`src/rtl/core/fir_rc_pkg.sv`:
```
// Shared types and constants for the real/complex FIR filter.
`timescale 1ns / 1ps

package fir_rc_pkg;

  // Sample and tap format: signed Q1.15
  localparam int SAMPLE_W  = 16;
  localparam int FRAC_W    = SAMPLE_W - 1;
  localparam int TAP_IDX_W = 5;

  typedef logic signed [SAMPLE_W-1:0] sample_t;

  // Operation codes; code 3 is accepted and ignored
  typedef enum logic [1:0] {
    OP_LOAD_TAP = 2'd0,
    OP_REAL     = 2'd1,
    OP_CPLX     = 2'd2
  } opcode_e;

  typedef struct packed {
    opcode_e                opcode;
    logic [TAP_IDX_W-1:0]   tap_index;
    sample_t                tap_value;
    sample_t                sample_re;
    sample_t                sample_im;
    logic                   last_in_block;
  } in_t;

  typedef struct packed {
    sample_t out_re;
    sample_t out_im;
    logic    is_complex;
    logic    block_end;
  } out_t;

  // Control shared by every cell of the chain
  typedef struct packed {
    logic shift_real;  // shift a new real sample down the real line
    logic shift_cplx;  // shift a new complex sample down both complex lines
    logic sel_cplx;    // accumulate the complex lines instead of the real line
  } cell_ctl_t;

endpackage

```
`src/rtl/core/fir_rc_cell.sv`:
```
// One tap cell: tap register, three delay elements and a multiply-accumulate stage.
`timescale 1ns / 1ps

module fir_rc_cell #(
  parameter int ACC_W = 37
) (
  input  logic                                  clk_i,
  input  logic                                  rst_ni,
  input  fir_rc_pkg::cell_ctl_t                 ctl_i,
  input  logic                                  tap_we_i,
  input  logic signed [fir_rc_pkg::SAMPLE_W-1:0] tap_i,
  // delay line links
  input  logic signed [fir_rc_pkg::SAMPLE_W-1:0] real_i,
  input  logic signed [fir_rc_pkg::SAMPLE_W-1:0] cre_i,
  input  logic signed [fir_rc_pkg::SAMPLE_W-1:0] cim_i,
  output logic signed [fir_rc_pkg::SAMPLE_W-1:0] real_o,
  output logic signed [fir_rc_pkg::SAMPLE_W-1:0] cre_o,
  output logic signed [fir_rc_pkg::SAMPLE_W-1:0] cim_o,
  // partial sum wave
  input  logic                                  acc_valid_i,
  input  logic signed [ACC_W-1:0]               acc_re_i,
  input  logic signed [ACC_W-1:0]               acc_im_i,
  output logic                                  acc_valid_o,
  output logic signed [ACC_W-1:0]               acc_re_o,
  output logic signed [ACC_W-1:0]               acc_im_o
);
  import fir_rc_pkg::*;

  sample_t tap_q;
  sample_t real_q, cre_q, cim_q;
  sample_t sel_re;
  logic signed [2*SAMPLE_W-1:0] prod_re, prod_im;
  logic signed [ACC_W-1:0] acc_re_q, acc_im_q;
  logic acc_valid_q;

  // Tap coefficient, undefined until loaded
  always_ff @(posedge clk_i) begin
    if (tap_we_i) begin
      tap_q <= tap_i;
    end
  end

  // Delay elements, cleared at reset
  always_ff @(posedge clk_i or negedge rst_ni) begin
    if (!rst_ni) begin
      real_q <= '0;
      cre_q  <= '0;
      cim_q  <= '0;
    end else begin
      if (ctl_i.shift_real) begin
        real_q <= real_i;
      end
      if (ctl_i.shift_cplx) begin
        cre_q <= cre_i;
        cim_q <= cim_i;
      end
    end
  end

  // Products for this tap
  assign sel_re  = ctl_i.sel_cplx ? cre_q : real_q;
  assign prod_re = sel_re * tap_q;
  assign prod_im = cim_q * tap_q;

  // Add into the passing partial sums; range never exceeds ACC_W
  always_ff @(posedge clk_i) begin
    acc_re_q <= acc_re_i + ACC_W'(prod_re);
    acc_im_q <= acc_im_i + ACC_W'(prod_im);
  end

  always_ff @(posedge clk_i or negedge rst_ni) begin
    if (!rst_ni) begin
      acc_valid_q <= 1'b0;
    end else begin
      acc_valid_q <= acc_valid_i;
    end
  end

  assign real_o      = real_q;
  assign cre_o       = cre_q;
  assign cim_o       = cim_q;
  assign acc_valid_o = acc_valid_q;
  assign acc_re_o    = acc_re_q;
  assign acc_im_o    = acc_im_q;

endmodule

```
`config.mk`:
```
export PLATFORM = sky130hd
export DESIGN_NAME = fir_rc_cell
export DESIGN_NICKNAME = d
export VERILOG_FILES = /design/src/rtl/core/fir_rc_pkg.sv /design/src/rtl/core/fir_rc_cell.sv
export SDC_FILE = /design/constraint.sdc
export NUM_CORES = 2
export LEC_CHECK = 0
export BUFFER_PORTS_ARGS = -buffer_cell sky130_fd_sc_hd__buf_4
export CAP_MARGIN = 20
export CORE_MARGIN = 2
export CORE_UTILIZATION = 31
export CTS_CLUSTER_DIAMETER = 30
export DETAILED_ROUTE_END_ITERATION = 8
export PLACE_DENSITY_LB_ADDON = 0.3
export SLEW_MARGIN = 20
export SYNTH_ARGS = -nofsm -noshare
export SYNTH_HDL_FRONTEND = slang
export SYNTH_SLANG_ARGS = --single-unit
```
`constraint.sdc`:
```
create_clock -name clk_i -period 7.6 [get_ports clk_i]
set_input_delay 1.52 -clock clk_i [delete_from_list [all_inputs] [get_ports clk_i]]
set_output_delay 1.52 -clock clk_i [all_outputs]
set_load 0.05 [all_outputs]
```
### After elaboration in Yosys (flattened, before gate mapping)

Index checks and enable logic that the tools add are counted.

* flip-flop bits (word level): 139
* bits of input ports: 145
* output and inout port bits: 123
* logic and storage cells: 12

* add/subtract/negate cells: 2
* multiply operators: 2
* muxes and demuxes: 1

Operators with widths (count)
* adder 37 x 32 -> 37 bit: 2
* multiplier 16 x 16 -> 32 bit: 2
* two-way mux 16 bit: 1

### Depth between registers and ports, before layout

* depth after elaboration: 3
* depth in mapped cells: 26

### Worst setup path before layout

OpenSTA, ideal clock, no wires.

* kind: input port to flip-flop
* from: input port ctl_i[0] in the netlist's numbering
* to: register acc_re_q[35], in the netlist acc_re_o[35]
* arrival: 7.788 ns
* path slack: -0.304 ns
* cell stages on the path: 25
* path buffers: 3
* path through: buf_4 -> clkbuf_1 -> mux2_2 -> clkbuf_1 -> nand2_1 -> fa_1 -> inv_1 -> fa_1 -> fa_1 -> inv_1 -> fa_1 -> inv_1 -> fa_1 -> inv_1 -> fa_1 -> inv_1 -> ha_1 -> and4_4 -> a21bo_2 -> a21oi_2 -> a21oi_2 -> a311oi_2 -> nor2_2 -> a221o_1 -> a41o_1

* longest elaborated chain between the ends: 3

Ends and longest elaborated chain
* start: declaration: RTL line fir_rc_cell.sv:9 `input fir_rc_pkg::cell_ctl_t ctl_i,`
* two-way mux 16 bit: RTL line fir_rc_cell.sv:61 `assign sel_re = ctl_i.sel_cplx ? cre_q : real_q;`
* multiplier 16 x 16 -> 32 bit: RTL line fir_rc_cell.sv:62 `assign prod_re = sel_re * tap_q;`
* adder 37 x 32 -> 37 bit: RTL line fir_rc_cell.sv:67 `acc_re_q <= acc_re_i + ACC_W'(prod_re);`
* end signal: assignment: RTL line fir_rc_cell.sv:67
* end: declaration: RTL line fir_rc_cell.sv:33 `logic signed [ACC_W-1:0] acc_re_q, acc_im_q;`

No other way between the ends.
A chain may end at the register's enable or synchronous reset.

### Worst setup path in the final report

Ends and elaborated chain as after synthesis.

==> results.toml <==
[floorplanning]
die_x_um = 302
die_h_um = 302
start_util_pct = 31.3
io_pins = 268
die-area_um2 = 91400
row_count = 109
core_um2 = 88200

[synthesis]
yosysMostFrequentCell = "inv_1"
synth.top_cells.by_count = "inv_1 (736), fa_1 (636), nand2_1 (316)"
yosysSeqAreaShare_pct = 11.6
yosysTopAreaCell = "fa_1"
syn_inst = 2817
syn-num-nets = 3816
ys_types = 71
synth_top_area_share_pct = 46.1
avgSynthCellArea_um2 = 9.80
ys_warn_count = 0
synth_area_leaders = "fa_1 (46%), inv_1 (10%), ha_1 (9.9%)"
synthesis.area_um2 = 27600
ys_ff_latch = 139
async_flop_share_pct = 35.3
synthFlopType = "dfxtp_1"
synth_edf_count = 16

[finish]
finalNetCount = 4155
synthToLayoutAreaGrowth_pct = 18.1
drive_above_1_share_pct = 17.0
post-route-util_pct = 36.9

[routing]
drtIter0Drc = 912
vias = 19500
routed_wirelength_mm = 71.3
wire_per_inst_um = 16.5
via_per_inst = 4.49
dr.pass1.iters = 4
drtAntennaViolNets = 0
drc_errors = 0

[worst_hold_path]
hp-start = "real_o[7]"
min_path_type = "reg -> reg"

[clocking]
cts_made_buffers = 17
numClockSinks = 139
cts_root_buffer = "clkbuf_16"
cts_tree = "built"
cts_hold_repair.buffers = 0
cts.path.max_buffers = 2
clk-insertion-delay-late_ns = 0.52
clk_pin_slew_worst_paths_ns = 0.07
cts_htree_levels = 4

[grt]
track_usage_pct = 16.6
overflow = 0
grt_pass1_vias = 21100
grt_start_max_net_pins = 50
grt_pass1_wl_mm = 115
grt_antenna_before_repair = 9

[sta]
slew_headroom_pct = 39.8
setup_ws_ns = 0.290
period_share_pct = 96.2
fmax_mhz = 137
fin_tns_setup_ns = 0
rsz0062_at_grt = "false"
fin_crit_ns = 7.31
finalMaxSlewViolations = 0
fin_skew_ns = 0.0289
final_hold_viol_count = 0
worst_slew_pin_slew_ns = 0.904
setup_violations = 0

[placed_design]
dp_slack_ns = -0.373
routabilityCongestion = 0.827
port_buffers = 267
dp_hpwl_mm = 60.8

[outcome]
outcome = "complete, no violations"

[worst_setup_path]
critPathLaunch = "ctl_i[0]"
critPathKind = "in -> reg"
start_kind = "input port"
r2r-start = "tap_q[6]"
r2r_setup_slack_ns = 0.72
crit_fanout = 15
worstPathRequired_ns = 8.00
crit_path_end_kind = "flip-flop"
cp_data_arrival_time_ns = 7.71

[run]
drv_cap = 0
==> through the flow <==
step | cell area [um2] | instances | hold slack (ns)
2_1_floorplan | 27600 | 2817 | 0.651
3_3_place_gp | 31900 | 4302 | 0.523
3_5_place_dp | 31900 | 4302 | 0.525
4_1_cts | 32600 | 4334 | 0.540
5_1_grt | 32600 | 4334 | 0.564
6_report | 32600 | 4336 | 0.546
==> routing by layer <==
layer	vias to the layer above	global-route usage [%]	share of wire, %
li1	8994	-	-
met4	2	3.96	1.4
met3	46	2.97	5.3
met5	-	0	0.017
met2	409	28.1	49
met1	10000	22.0	44
==> final timing paths <==
path                                     end  cells after the start
worst max-delay path            acc_re_o[35]                     23
worst min-delay path               real_o[7]                      1
worst max register to register  acc_im_o[36]                     18
worst min register to register     real_o[7]                      1
max in group asynchronous          cim_o[13]                      1
min in group asynchronous         real_o[13]                      1
==> state kept, by name (all words and copies together), names as in the netlist <==
name         flops
acc_im_o        37
acc_re_o        37
cim_o           16
cre_o           16
real_o          16
tap_q           16
acc_valid_o      1
==> final cells by class <==
class	count	area, um2
Sequential cell	139	3190
Multi-Input combinational cell	1845	21300
Fill cell	9027	55600
Tap cell	1165	1460
Antenna cell	2	5.00
Clock inverter	14	184
Clock buffer	18	429
Timing Repair Buffer	416	3250
Inverter	737	2770
==> layout by cell type, fill, tap and decap left out, drive strengths merged, types with 59 or more instances in the layout <==
cell	count
fa	636
ha	218
nand2	317
and2	191
nor2	59
inv	744
dfxtp	74
buf	416
a21oi	66
mux2	63
==> worst max-delay path, stage by stage <==
cell      delay, ns
buf_6          0.19
buf_4          0.15
mux2_2         0.43
and2_1         0.21
fa_1           0.43
fa_1           0.51
inv_1          0.06
fa_1           0.56
inv_1          0.06
fa_1           0.49
inv_1          0.05
fa_1           0.47
inv_1          0.05
fa_1           0.43
ha_1           0.33
a21oi_1        0.14
o21ai_0        0.15
a21oi_1        0.21
a21oi_2        0.13
a311oi_4       0.43
nor2_2         0.11
a221o_1        0.35
a41o_1         0.24
==> kinds of logic (layout without fill, tap and decap cells) <==
group / count (synthesis) / after routing / share of synthesized area [%]
other: 0 / 2 / 0
AO/OA/AOI/OAI: 186 / 186 / 4.43
adder cells (fa/ha/maj): 854 / 854 / 56.0
AND/OR/NAND/NOR: 671 / 671 / 11.8
flip-flops: 139 / 139 / 11.6
multiplexers: 65 / 65 / 2.66
XOR/XNOR: 69 / 69 / 2.19
buffers and inverters: 833 / 1185 / 11.4
==> what timing repair did <==
| item | in CTS | in global routing |
|---|---|---|
| resized for setup | 0 | 7 |
| buffers inserted | 0 | 0 |
| setup endpoints to repair | 0 | 8 |
Power is left out: the tool's default activity adds up to more than one toggle a clock period on the data nets, which glitch-free logic cannot reach.
