$ cat src/rtl/core/fir_rc_pkg.sv
// Shared types and constants for the real/complex FIR filter.
`timescale 1ns / 1ps

package fir_rc_pkg;

  // Sample and tap format: signed Q1.15
  localparam int SAMPLE_W  = 16;
  localparam int FRAC_W    = SAMPLE_W - 1;
  localparam int TAP_IDX_W = 5;

  typedef logic signed [SAMPLE_W-1:0] sample_t;

  // Operation codes; code 3 is accepted and ignored
  typedef enum logic [1:0] {
    OP_LOAD_TAP = 2'd0,
    OP_REAL     = 2'd1,
    OP_CPLX     = 2'd2
  } opcode_e;

  typedef struct packed {
    opcode_e                opcode;
    logic [TAP_IDX_W-1:0]   tap_index;
    sample_t                tap_value;
    sample_t                sample_re;
    sample_t                sample_im;
    logic                   last_in_block;
  } in_t;

  typedef struct packed {
    sample_t out_re;
    sample_t out_im;
    logic    is_complex;
    logic    block_end;
  } out_t;

  // Control shared by every cell of the chain
  typedef struct packed {
    logic shift_real;  // shift a new real sample down the real line
    logic shift_cplx;  // shift a new complex sample down both complex lines
    logic sel_cplx;    // accumulate the complex lines instead of the real line
  } cell_ctl_t;

endpackage

$ cat src/rtl/core/fir_rc_rnd.sv
// Round half up, drop the fraction bits and saturate a sum to sample width.
`timescale 1ns / 1ps

module fir_rc_rnd #(
  parameter int ACC_W = 37
) (
  input  logic signed [ACC_W-1:0]                acc_i,
  output logic signed [fir_rc_pkg::SAMPLE_W-1:0] res_o
);
  import fir_rc_pkg::*;

  localparam logic signed [ACC_W:0] HALF = (ACC_W+1)'(1 << (FRAC_W - 1));
  localparam logic signed [ACC_W:0] MAXV = (ACC_W+1)'((1 << (SAMPLE_W - 1)) - 1);
  localparam logic signed [ACC_W:0] MINV = -MAXV - (ACC_W+1)'(1);

  logic signed [ACC_W:0] rounded;
  logic signed [ACC_W:0] quot;

  // Arithmetic shift gives floor for negative sums too
  assign rounded = (ACC_W+1)'(acc_i) + HALF;
  assign quot    = rounded >>> FRAC_W;

  always_comb begin
    if (quot > MAXV) begin
      res_o = SAMPLE_W'(MAXV);
    end else if (quot < MINV) begin
      res_o = SAMPLE_W'(MINV);
    end else begin
      res_o = SAMPLE_W'(quot);
    end
  end

endmodule
$ cat config.mk
export PLATFORM = sky130hd
export DESIGN_NAME = fir_rc_rnd
export DESIGN_NICKNAME = d
export VERILOG_FILES = /design/src/rtl/core/fir_rc_pkg.sv /design/src/rtl/core/fir_rc_rnd.sv
export SDC_FILE = /design/constraint.sdc
export NUM_CORES = 1
export LEC_CHECK = 0
export ABC_CLOCK_PERIOD_IN_PS = 3660
export BUFFER_PORTS_ARGS = -buffer_cell sky130_fd_sc_hd__buf_2
export CORE_ASPECT_RATIO = 1.1
export CORE_MARGIN = 8
export CORE_UTILIZATION = 44
export DETAILED_ROUTE_END_ITERATION = 12
export PLACE_DENSITY_LB_ADDON = 0.15
export SLEW_MARGIN = 5
export SYNTH_ARGS = -nofsm -noshare
export SYNTH_HDL_FRONTEND = slang
export SYNTH_SLANG_ARGS = --single-unit
$ cat constraint.sdc
create_clock -name vclk -period 3.66
set_clock_uncertainty 0.1 [all_clocks]
set_input_delay 0.732 -clock vclk [all_inputs]
set_output_delay 0.732 -clock vclk [all_outputs]
set_load 0.005 [all_outputs]
* Word-level counts from Yosys, hierarchy flattened
Index checks and enable logic that the tools add are counted.
Word-level totals: register bits 0, bits of input ports 37, output and inout bits 16, word-level logic and storage cells 5
Cells by class: add/subtract/negate cells 1, magnitude comparators 2, muxes and demuxes 2
Operators by type and width (number):
- adder 37 x 16 -> 38 bit (second input constant) | 1
- two-way mux 16 bit | 2
- > comparator 23 x 16 -> 1 bit (second input constant) | 1
- < comparator 23 x 16 -> 1 bit (second input constant) | 1

* Logic depth before layout (Yosys ltp)
Gate-level depths: netlist of run 1.
depth after elaboration 4, mapped depth 10, mapped depth without buffers 8

* Worst setup path after synthesis of run 1
No wires, ideal clock.
kind input to output, start point input acc_i[14], end point output res_o[10] (netlist name), arrival 2.701 ns, required time 2.828 ns, slack 0.127 ns, stages on the path 10, path buffers 2, path through ha_1 -> nand4_1 -> or4_1 -> buf_2 -> o32a_1 -> o21ai_0 -> nand3_1 -> and2_1 -> buf_2 -> a21oi_1
Between the ends: cells in the longest elaborated chain, start to end 4, elaborated cells between the ends (all ways) 5, those cells by class add/sub: 1; order compare: 2; mux: 2
Ends and longest elaborated chain:
- start: declaration | line fir_rc_rnd.sv:7 | input logic signed [ACC_W-1:0] acc_i,
- adder 37 x 16 -> 38 bit * | line fir_rc_rnd.sv:20 | assign rounded = (ACC_W+1)'(acc_i) + HALF;
- < comparator 23 x 16 -> 1 bit | line fir_rc_rnd.sv:26 | end else if (quot < MINV) begin
- two-way mux 16 bit | line fir_rc_rnd.sv:26
- two-way mux 16 bit * | line fir_rc_rnd.sv:24 | if (quot > MAXV) begin
- end: declaration | line fir_rc_rnd.sv:8 | output logic signed [fir_rc_pkg::SAMPLE_W-1:0] res_o
Every way passes the cells marked *; elsewhere a longest branch is shown, timed or not.

* Worst setup path after layout of run 1
start point input acc_i[14], end point output res_o[13] (netlist name)
The elaborated chain is that of the path after synthesis.

==> results of run 1 <==
## per-stage QoR
| step | std cells | hold slack (ps) | setup slack [ps] |
|---|---|---|---|
| 2_1_floorplan | 116 | 1490 | 127 |
| 3_3_place_gp | 195 | 1750 | -106 |
| 3_5_place_dp | 195 | 1760 | -114 |
| 4_1_cts | 195 | 1750 | -4.97 |
| 5_1_grt | 195 | 1770 | -86.2 |
| 6_report | 195 | 1750 | -3.54 |
## power by group through the flow
stage,registers [W],clock network (W),logic (W)
after floorplan,0,0,0.0000422
after global placement,0,0,0.000100
after detailed placement,0,0,0.000103
after CTS,0,0,0.000107
after global routing,0,0,0.000119
final,0,0,0.000109
## routing by layer
| metal | GRT usage (%) | vias up | part of all wire, % |
|---|---|---|---|
| met5 | 0 | - | 0 |
| met4 | 5.63 | 0 | 2.4 |
| met1 | 16.9 | 519 | 39 |
| met3 | 3.00 | 8 | 5.1 |
| met2 | 32.7 | 41 | 54 |
| li1 | - | 569 | - |
## tightest hold or removal path, stage by stage
cell and delay [ps]:
buf_2 110, o21a_1 140, buf_2 140
## synthesized netlist by cell type
cell,count,area [sq um]
nand3_1,12,60.1
nand2b_1,1,6.26
and4_1,1,8.76
nand4b_1,1,8.76
o221ai_2,1,15.0
o32a_1,2,20.0
o21bai_4,1,18.8
o41ai_1,2,17.5
nand4_1,7,43.8
xor2_1,6,52.6
nor3_1,6,30.0
or2_2,1,6.26
and3_1,2,12.5
nor2_1,8,30.0
o31ai_1,1,7.51
xnor2_1,10,87.6
a21oi_1,16,80.1
or4_1,4,30.0
o21ai_0,5,25.0
o21ai_2,2,17.5
clkbuf_1,1,3.75
buf_6,1,11.3
ha_1,1,12.5
nand3b_1,2,15.0
nor2b_1,1,6.26
nor4_1,2,12.5
o21a_1,1,7.51
buf_2,3,15.0
inv_1,5,18.8
and4b_1,1,10.0
nand4_4,1,21.3
nand2_1,7,26.3
and2_1,1,6.26
## cells in the final DEF (no fill, tap or decap), types with 5 or more instances in the layout
master	n
a21oi_1	14
buf_2	37
buf_4	25
inv_1	5
nand2_1	7
nand3_1	12
nand4_1	7
nor2_1	7
nor3_1	6
xnor2_1	10
xor2_1	6
## area by class of cell
type | count | area, sq um
Multi-Input combinational cell | 106 | 727
Timing Repair Buffer | 67 | 438
Inverter | 5 | 18.8
Tap cell | 17 | 21.3
Fill cell | 123 | 372
## cells by family after synthesis
logic type | count (synthesis) | share of synthesized area, %
AO/OA/AOI/OAI | 31 | 28.1
adder cells (fa/ha/maj) | 1 | 1.68
buffers and inverters | 10 | 6.55
AND/OR/NAND/NOR | 58 | 44.9
XOR/XNOR | 16 | 18.8
## worst paths after layout
check | start | depth (start not counted) | slack, ps | endpoint
worst max-delay path | acc_i[14] | 11 | -4 | res_o[13]
worst min-delay path | acc_i[36] | 3 | 1750 | res_o[15]
## timing repair
action,CTS,global route
pin swaps,1,0
setup endpoints to repair,14,14
gates resized for setup,9,5
setup buffers,0,0
hold buffers,0,0
==> flow_metrics.env, run 1 <==
export IMPL_outcome="complete, but fails checks"
export IMPL_violations="setup timing"
export IMPL_die_y_microns=59.1
export IMPL_numSequentialCells=0
export IMPL_antenna_violations_before_repair=0
export IMPL_timing_worst_slew_pin_value_ps=396
export IMPL_floorplan_initialDensity_pct=47.2
export IMPL_peak_fanout_along_the_critical_path=13
export IMPL_timing_setup_critical_path_class="in2out"
export IMPL_portBuffers=39
export IMPL_num_antenna_cells=0
export IMPL_synth_seq_area_share_pct=0
export IMPL_die_width_microns=55.2
export IMPL_register_area_sq_um=0
export IMPL_timing_max_cap_violations=0
export IMPL_worstSetupStartpointType="primary input"
export IMPL_rsz0062_at_grt="true"
export IMPL_crit_family="simple AND/OR/NAND/NOR gates"
export IMPL_global_route_wire_length_before_repair_microns=4840
export IMPL_syn_area_sq_um=744
export IMPL_synth_distinct_cells=33
export IMPL_fp_dieArea_sq_mm=0.00327
export IMPL_boundaryPins=53
export IMPL_area_growth_pct=61.8
export IMPL_grt_overflow_total=0
export IMPL_first_iter_violations=23
export IMPL_instance_area_after_placement_sq_mm=0.00115
export IMPL_syn_num_nets=154
export IMPL_power_frac_comb_pct=100.0
export IMPL_setup_violations_final=2
export IMPL_detail_route_vias_per_cell=5.83
export IMPL_timing_critical_path_cells="buf_6 > buf_6 > nand4_1 > or4_4 > or4_4 > a21oi_2 > o221ai_2 > o21bai_4 > buf_12 > a21oi_1 > buf_2"
export IMPL_drcViolationCount=0
export IMPL_power_clock_fraction_pct=0
export IMPL_power_density_mw_per_mm2=90.3
export IMPL_timing_final_crit_period_ps=3660
export IMPL_required_ps=2830
export IMPL_path_buf_inv=4
export IMPL_ir_drop_mv=0.0545
export IMPL_synth_warning_count=0
export IMPL_min_setup_slack_post_route_ps=-3.54
export IMPL_hpwl_microns=2250
export IMPL_avgRoutedWirePerCell_microns=14.5
export IMPL_finalCritPeriodShare_pct=100
export IMPL_grt_start_max_net_pins=14
export IMPL_placement_rows=15
export IMPL_fmax_mhz=273
export IMPL_final_cell_area_sq_mm=0.00120
export IMPL_total_leakage_power_nw=0.497
export IMPL_nClkBuffers=0
export IMPL_seq_power_share_pct=0
export IMPL_first_global_vias=1150
export IMPL_layout_core_utilization_pct=76.4
export IMPL_worst_ep_arrival_time_ps=2830
export IMPL_hold_path_class="in2out"
export IMPL_finalHoldViolations=0
export IMPL_drtAntennaViolNets=0
export IMPL_timing_max_transition_violations_final=0
export IMPL_finalPower_w=0.000109
export IMPL_timing_setup_tns_ps=-4.22
export IMPL_max_stage_delay_ps=560
export IMPL_drive_above_1_share_pct=46.1
export IMPL_slew_headroom_pct=73.2
export IMPL_netSwitchingFraction_pct=49.8
export IMPL_power_report_internal_total_w=0.0000546
export IMPL_total_nets_final=218
export IMPL_critical_path_slowest_cell="or4_4"
export IMPL_grt_use_total_pct=16.5
export IMPL_syn_instance_count=116
export IMPL_placeableCoreArea_sq_mm=0.00158
export IMPL_drt_first_pass_iters=4
export IMPL_detailroute_via_count=1137
export IMPL_wirelength_microns=2830
export IMPL_power_switching_w=0.0000542
export IMPL_critical_path_endpoint_type="output port"
export IMPL_place_gp_congestion=0.883
export IMPL_syn_mean_instance_area_sq_um=6.42
No activity file was read; power rests on OpenSTA's default activity.
==> inputs of run 2 (changes only) <==
--- a/config.mk
+++ b/config.mk
@@ -5,11 +5,12 @@
 export SDC_FILE = /design/constraint.sdc
 export NUM_CORES = 1
 export LEC_CHECK = 0
+export ABC_AREA = 1
 export ABC_CLOCK_PERIOD_IN_PS = 3660
 export BUFFER_PORTS_ARGS = -buffer_cell sky130_fd_sc_hd__buf_2
 export CORE_ASPECT_RATIO = 1.1
 export CORE_MARGIN = 8
-export CORE_UTILIZATION = 44
+export CORE_UTILIZATION = 46
 export DETAILED_ROUTE_END_ITERATION = 12
 export PLACE_DENSITY_LB_ADDON = 0.15
 export SLEW_MARGIN = 5
==> run 2 against run 1 <==
Net effect:
- the flow now finishes without violations
- power down 14%
- die area grew 9.9%
- maximum frequency is 13% higher
==> flow_metrics.env, run 2 <==
export IMPL_syn_mean_instance_area_sq_um=5.43
export IMPL_wirelength_microns=2250
export IMPL_synth_distinct_cells=20
export IMPL_top_cells_by_area_in_the_synthesized_netlist="nand2_1 (24%), nand2_2 (18%), nor2_1 (7.6%), inv_1 (7.2%), xnor2_1 (6.9%)"
export IMPL_register_area_sq_um=0
export IMPL_timing_setup_tns_ps=0
export IMPL_met2RoutedLength_microns=1140
export IMPL_top_layer="met3"
export IMPL_global_route_wire_length_before_repair_microns=3690
export IMPL_timing_worst_slew_pin_value_ps=375
export IMPL_most_common_cell_in_the_synthesized_netlist="nand2_1"
export IMPL_yosysTopAreaCell="nand2_1"
export IMPL_drt_first_pass_iters=4
export IMPL_syn_instance_count=163
export IMPL_multiInputGateArea_sq_um=782
export IMPL_most_frequent_standard_cell_in_the_layout_excluding_fill_and_tap_cells="nand2_1"
export IMPL_first_iter_violations=20
export IMPL_grt_start_max_net_pins=16
export IMPL_power_density_mw_per_mm2=87.7
export IMPL_detail_route_wirelength_met1_microns=939
export IMPL_fill_cells=194
export IMPL_drive_above_1_share_pct=39.0
export IMPL_syn_num_nets=201
export IMPL_synth_warning_count=0
export IMPL_fmax_mhz=309
export IMPL_finalHoldViolations=0
export IMPL_routed_wl_met3_microns=160
export IMPL_hpwl_microns=2030
export IMPL_worstSetupStartpointType="primary input"
export IMPL_detailroute_via_count=1041
export IMPL_rsz0062_at_grt="false"
export IMPL_area_growth_pct=20.1
export IMPL_hold_worst_slack_ps=1760
export IMPL_first_global_vias=958
export IMPL_antenna_violations_before_repair=0
export IMPL_fp_dieArea_sq_mm=0.00359
export IMPL_instance_area_after_placement_sq_mm=0.00106
export IMPL_peak_fanout_along_the_critical_path=15
export IMPL_setup_violations_final=0
export IMPL_placement_rows=16
export IMPL_timing_final_crit_period_ps=3240
export IMPL_cts_hold_buffers=0
export IMPL_nClkBuffers=0
export IMPL_synth_seq_area_share_pct=0
export IMPL_final_cell_mix="nand2_1 (57), buf_2 (39), nand2_2 (26)"
export IMPL_numSequentialCells=0
export IMPL_grt_overflow_total=0
export IMPL_finalCritPeriodShare_pct=88.5
export IMPL_ir_drop_mv=0.0421
export IMPL_hold_path_class="in2out"
export IMPL_syn_area_sq_um=886
export IMPL_holdCritStartpoint="acc_i[14]"
export IMPL_post_cts_resized=0
export IMPL_final_cell_area_sq_mm=0.00106
export IMPL_avgRoutedWirePerCell_microns=10.3
export IMPL_timing_max_cap_violations=0
export IMPL_timing_max_transition_violations_final=0
export IMPL_placeableCoreArea_sq_mm=0.00180
export IMPL_floorplan_initialDensity_pct=49.2
export IMPL_total_nets_final=240
export IMPL_finalPower_w=0.0000933
export IMPL_outcome="completed"
export IMPL_portBuffers=39
export IMPL_hold_path_depth=5
export IMPL_worstHoldEndpoint="res_o[0]"
export IMPL_total_leakage_power_nw=0.576
export IMPL_timing_setup_critical_path_class="in2out"
export IMPL_detail_route_vias_per_cell=4.78
export IMPL_worst_ep_arrival_time_ps=2410
export IMPL_yosys_area_top_type_share_pct=24.2
export IMPL_post_cts_buffers=0
export IMPL_num_antenna_cells=0
export IMPL_required_ps=2830
export IMPL_boundaryPins=53
export IMPL_die_y_microns=62.0
export IMPL_synth_top_cells_by_count="nand2_1 (57), nand2_2 (26), nor2_1 (18)"
export IMPL_drcViolationCount=0
export IMPL_place_gp_congestion=0.859
export IMPL_die_width_microns=57.8
export IMPL_slew_headroom_pct=74.9
export IMPL_drtAntennaViolNets=0
export IMPL_grt_use_total_pct=12.1
export IMPL_critical_path_endpoint_type="output port"
## run 2: cell types whose count changed after synthesis, moves of 5 or more
cell,delta
a21oi_1,-16
inv_1,+12
nand2_1,+50
nand2_2,+26
nand4_1,-5
nor2_1,+10
nor2_2,+6
nor3_1,-5
## run 2: cell type report
cell class / count / share of cell area [%]
repair buffers: 39 / 18.4
multi-input cells: 144 / 73.5
well taps: 18 / 2.12
inverters: 17 / 6.00
## run 2: worst max-delay path by stage
stage                     to       from  slack, ps  depth (start not counted)
floorplan           res_o[6]  acc_i[14]        850                         14
detailed placement  res_o[1]  acc_i[15]        390                         14
finish              res_o[1]  acc_i[15]        420                         14
CTS                 res_o[1]  acc_i[15]        400                         14
global route        res_o[1]  acc_i[15]        230                         14
global placement    res_o[4]  acc_i[15]        440                         14
## run 2: metrics by stage
| step | std cells | util [%] | setup slack, ps |
|---|---|---|---|
| after detailed placement | 218 | 59.0 | 395 |
| after CTS | 218 | 59.0 | 396 |
| after floorplan | 163 | - | 849 |
| after global placement | 218 | 59.0 | 440 |
| final | 218 | 59.0 | 420 |
| after global routing | 218 | 59.0 | 229 |
## run 2: critical path: stages
cell     delay, ps
buf_2          100
ha_1           190
nand2_1         80
nor2_2         110
nand2_2        120
nor2_8         130
nand2_1         60
nand2_1         50
nand2_1         60
nor2_1         110
nand4_1        110
nand2_2        310
nand2_1        100
buf_2          140
## run 2: cells by family after synthesis
kind of cell    share of synthesized area [%]
compound gates                           1.13
xor+xnor                                 13.8
fa+ha+maj                                1.41
buf+inv                                  11.7
simple gates                             71.9
## run 2: per-layer routing
metal	global-route usage, %	vias to the layer above
met5	0	-
met4	0.699	0
met3	2.47	0
met2	25.2	25
met1	12.6	442
li1	-	574
## run 2: report_power, final
part / switching [W] / total (W) / internal [W]
Sequential: 0 / 0 / 0
Clock: 0 / 0 / 0
Combinational: 0.0000548 / 0.0000933 / 0.0000386
Total: 0.0000548 / 0.0000933 / 0.0000386
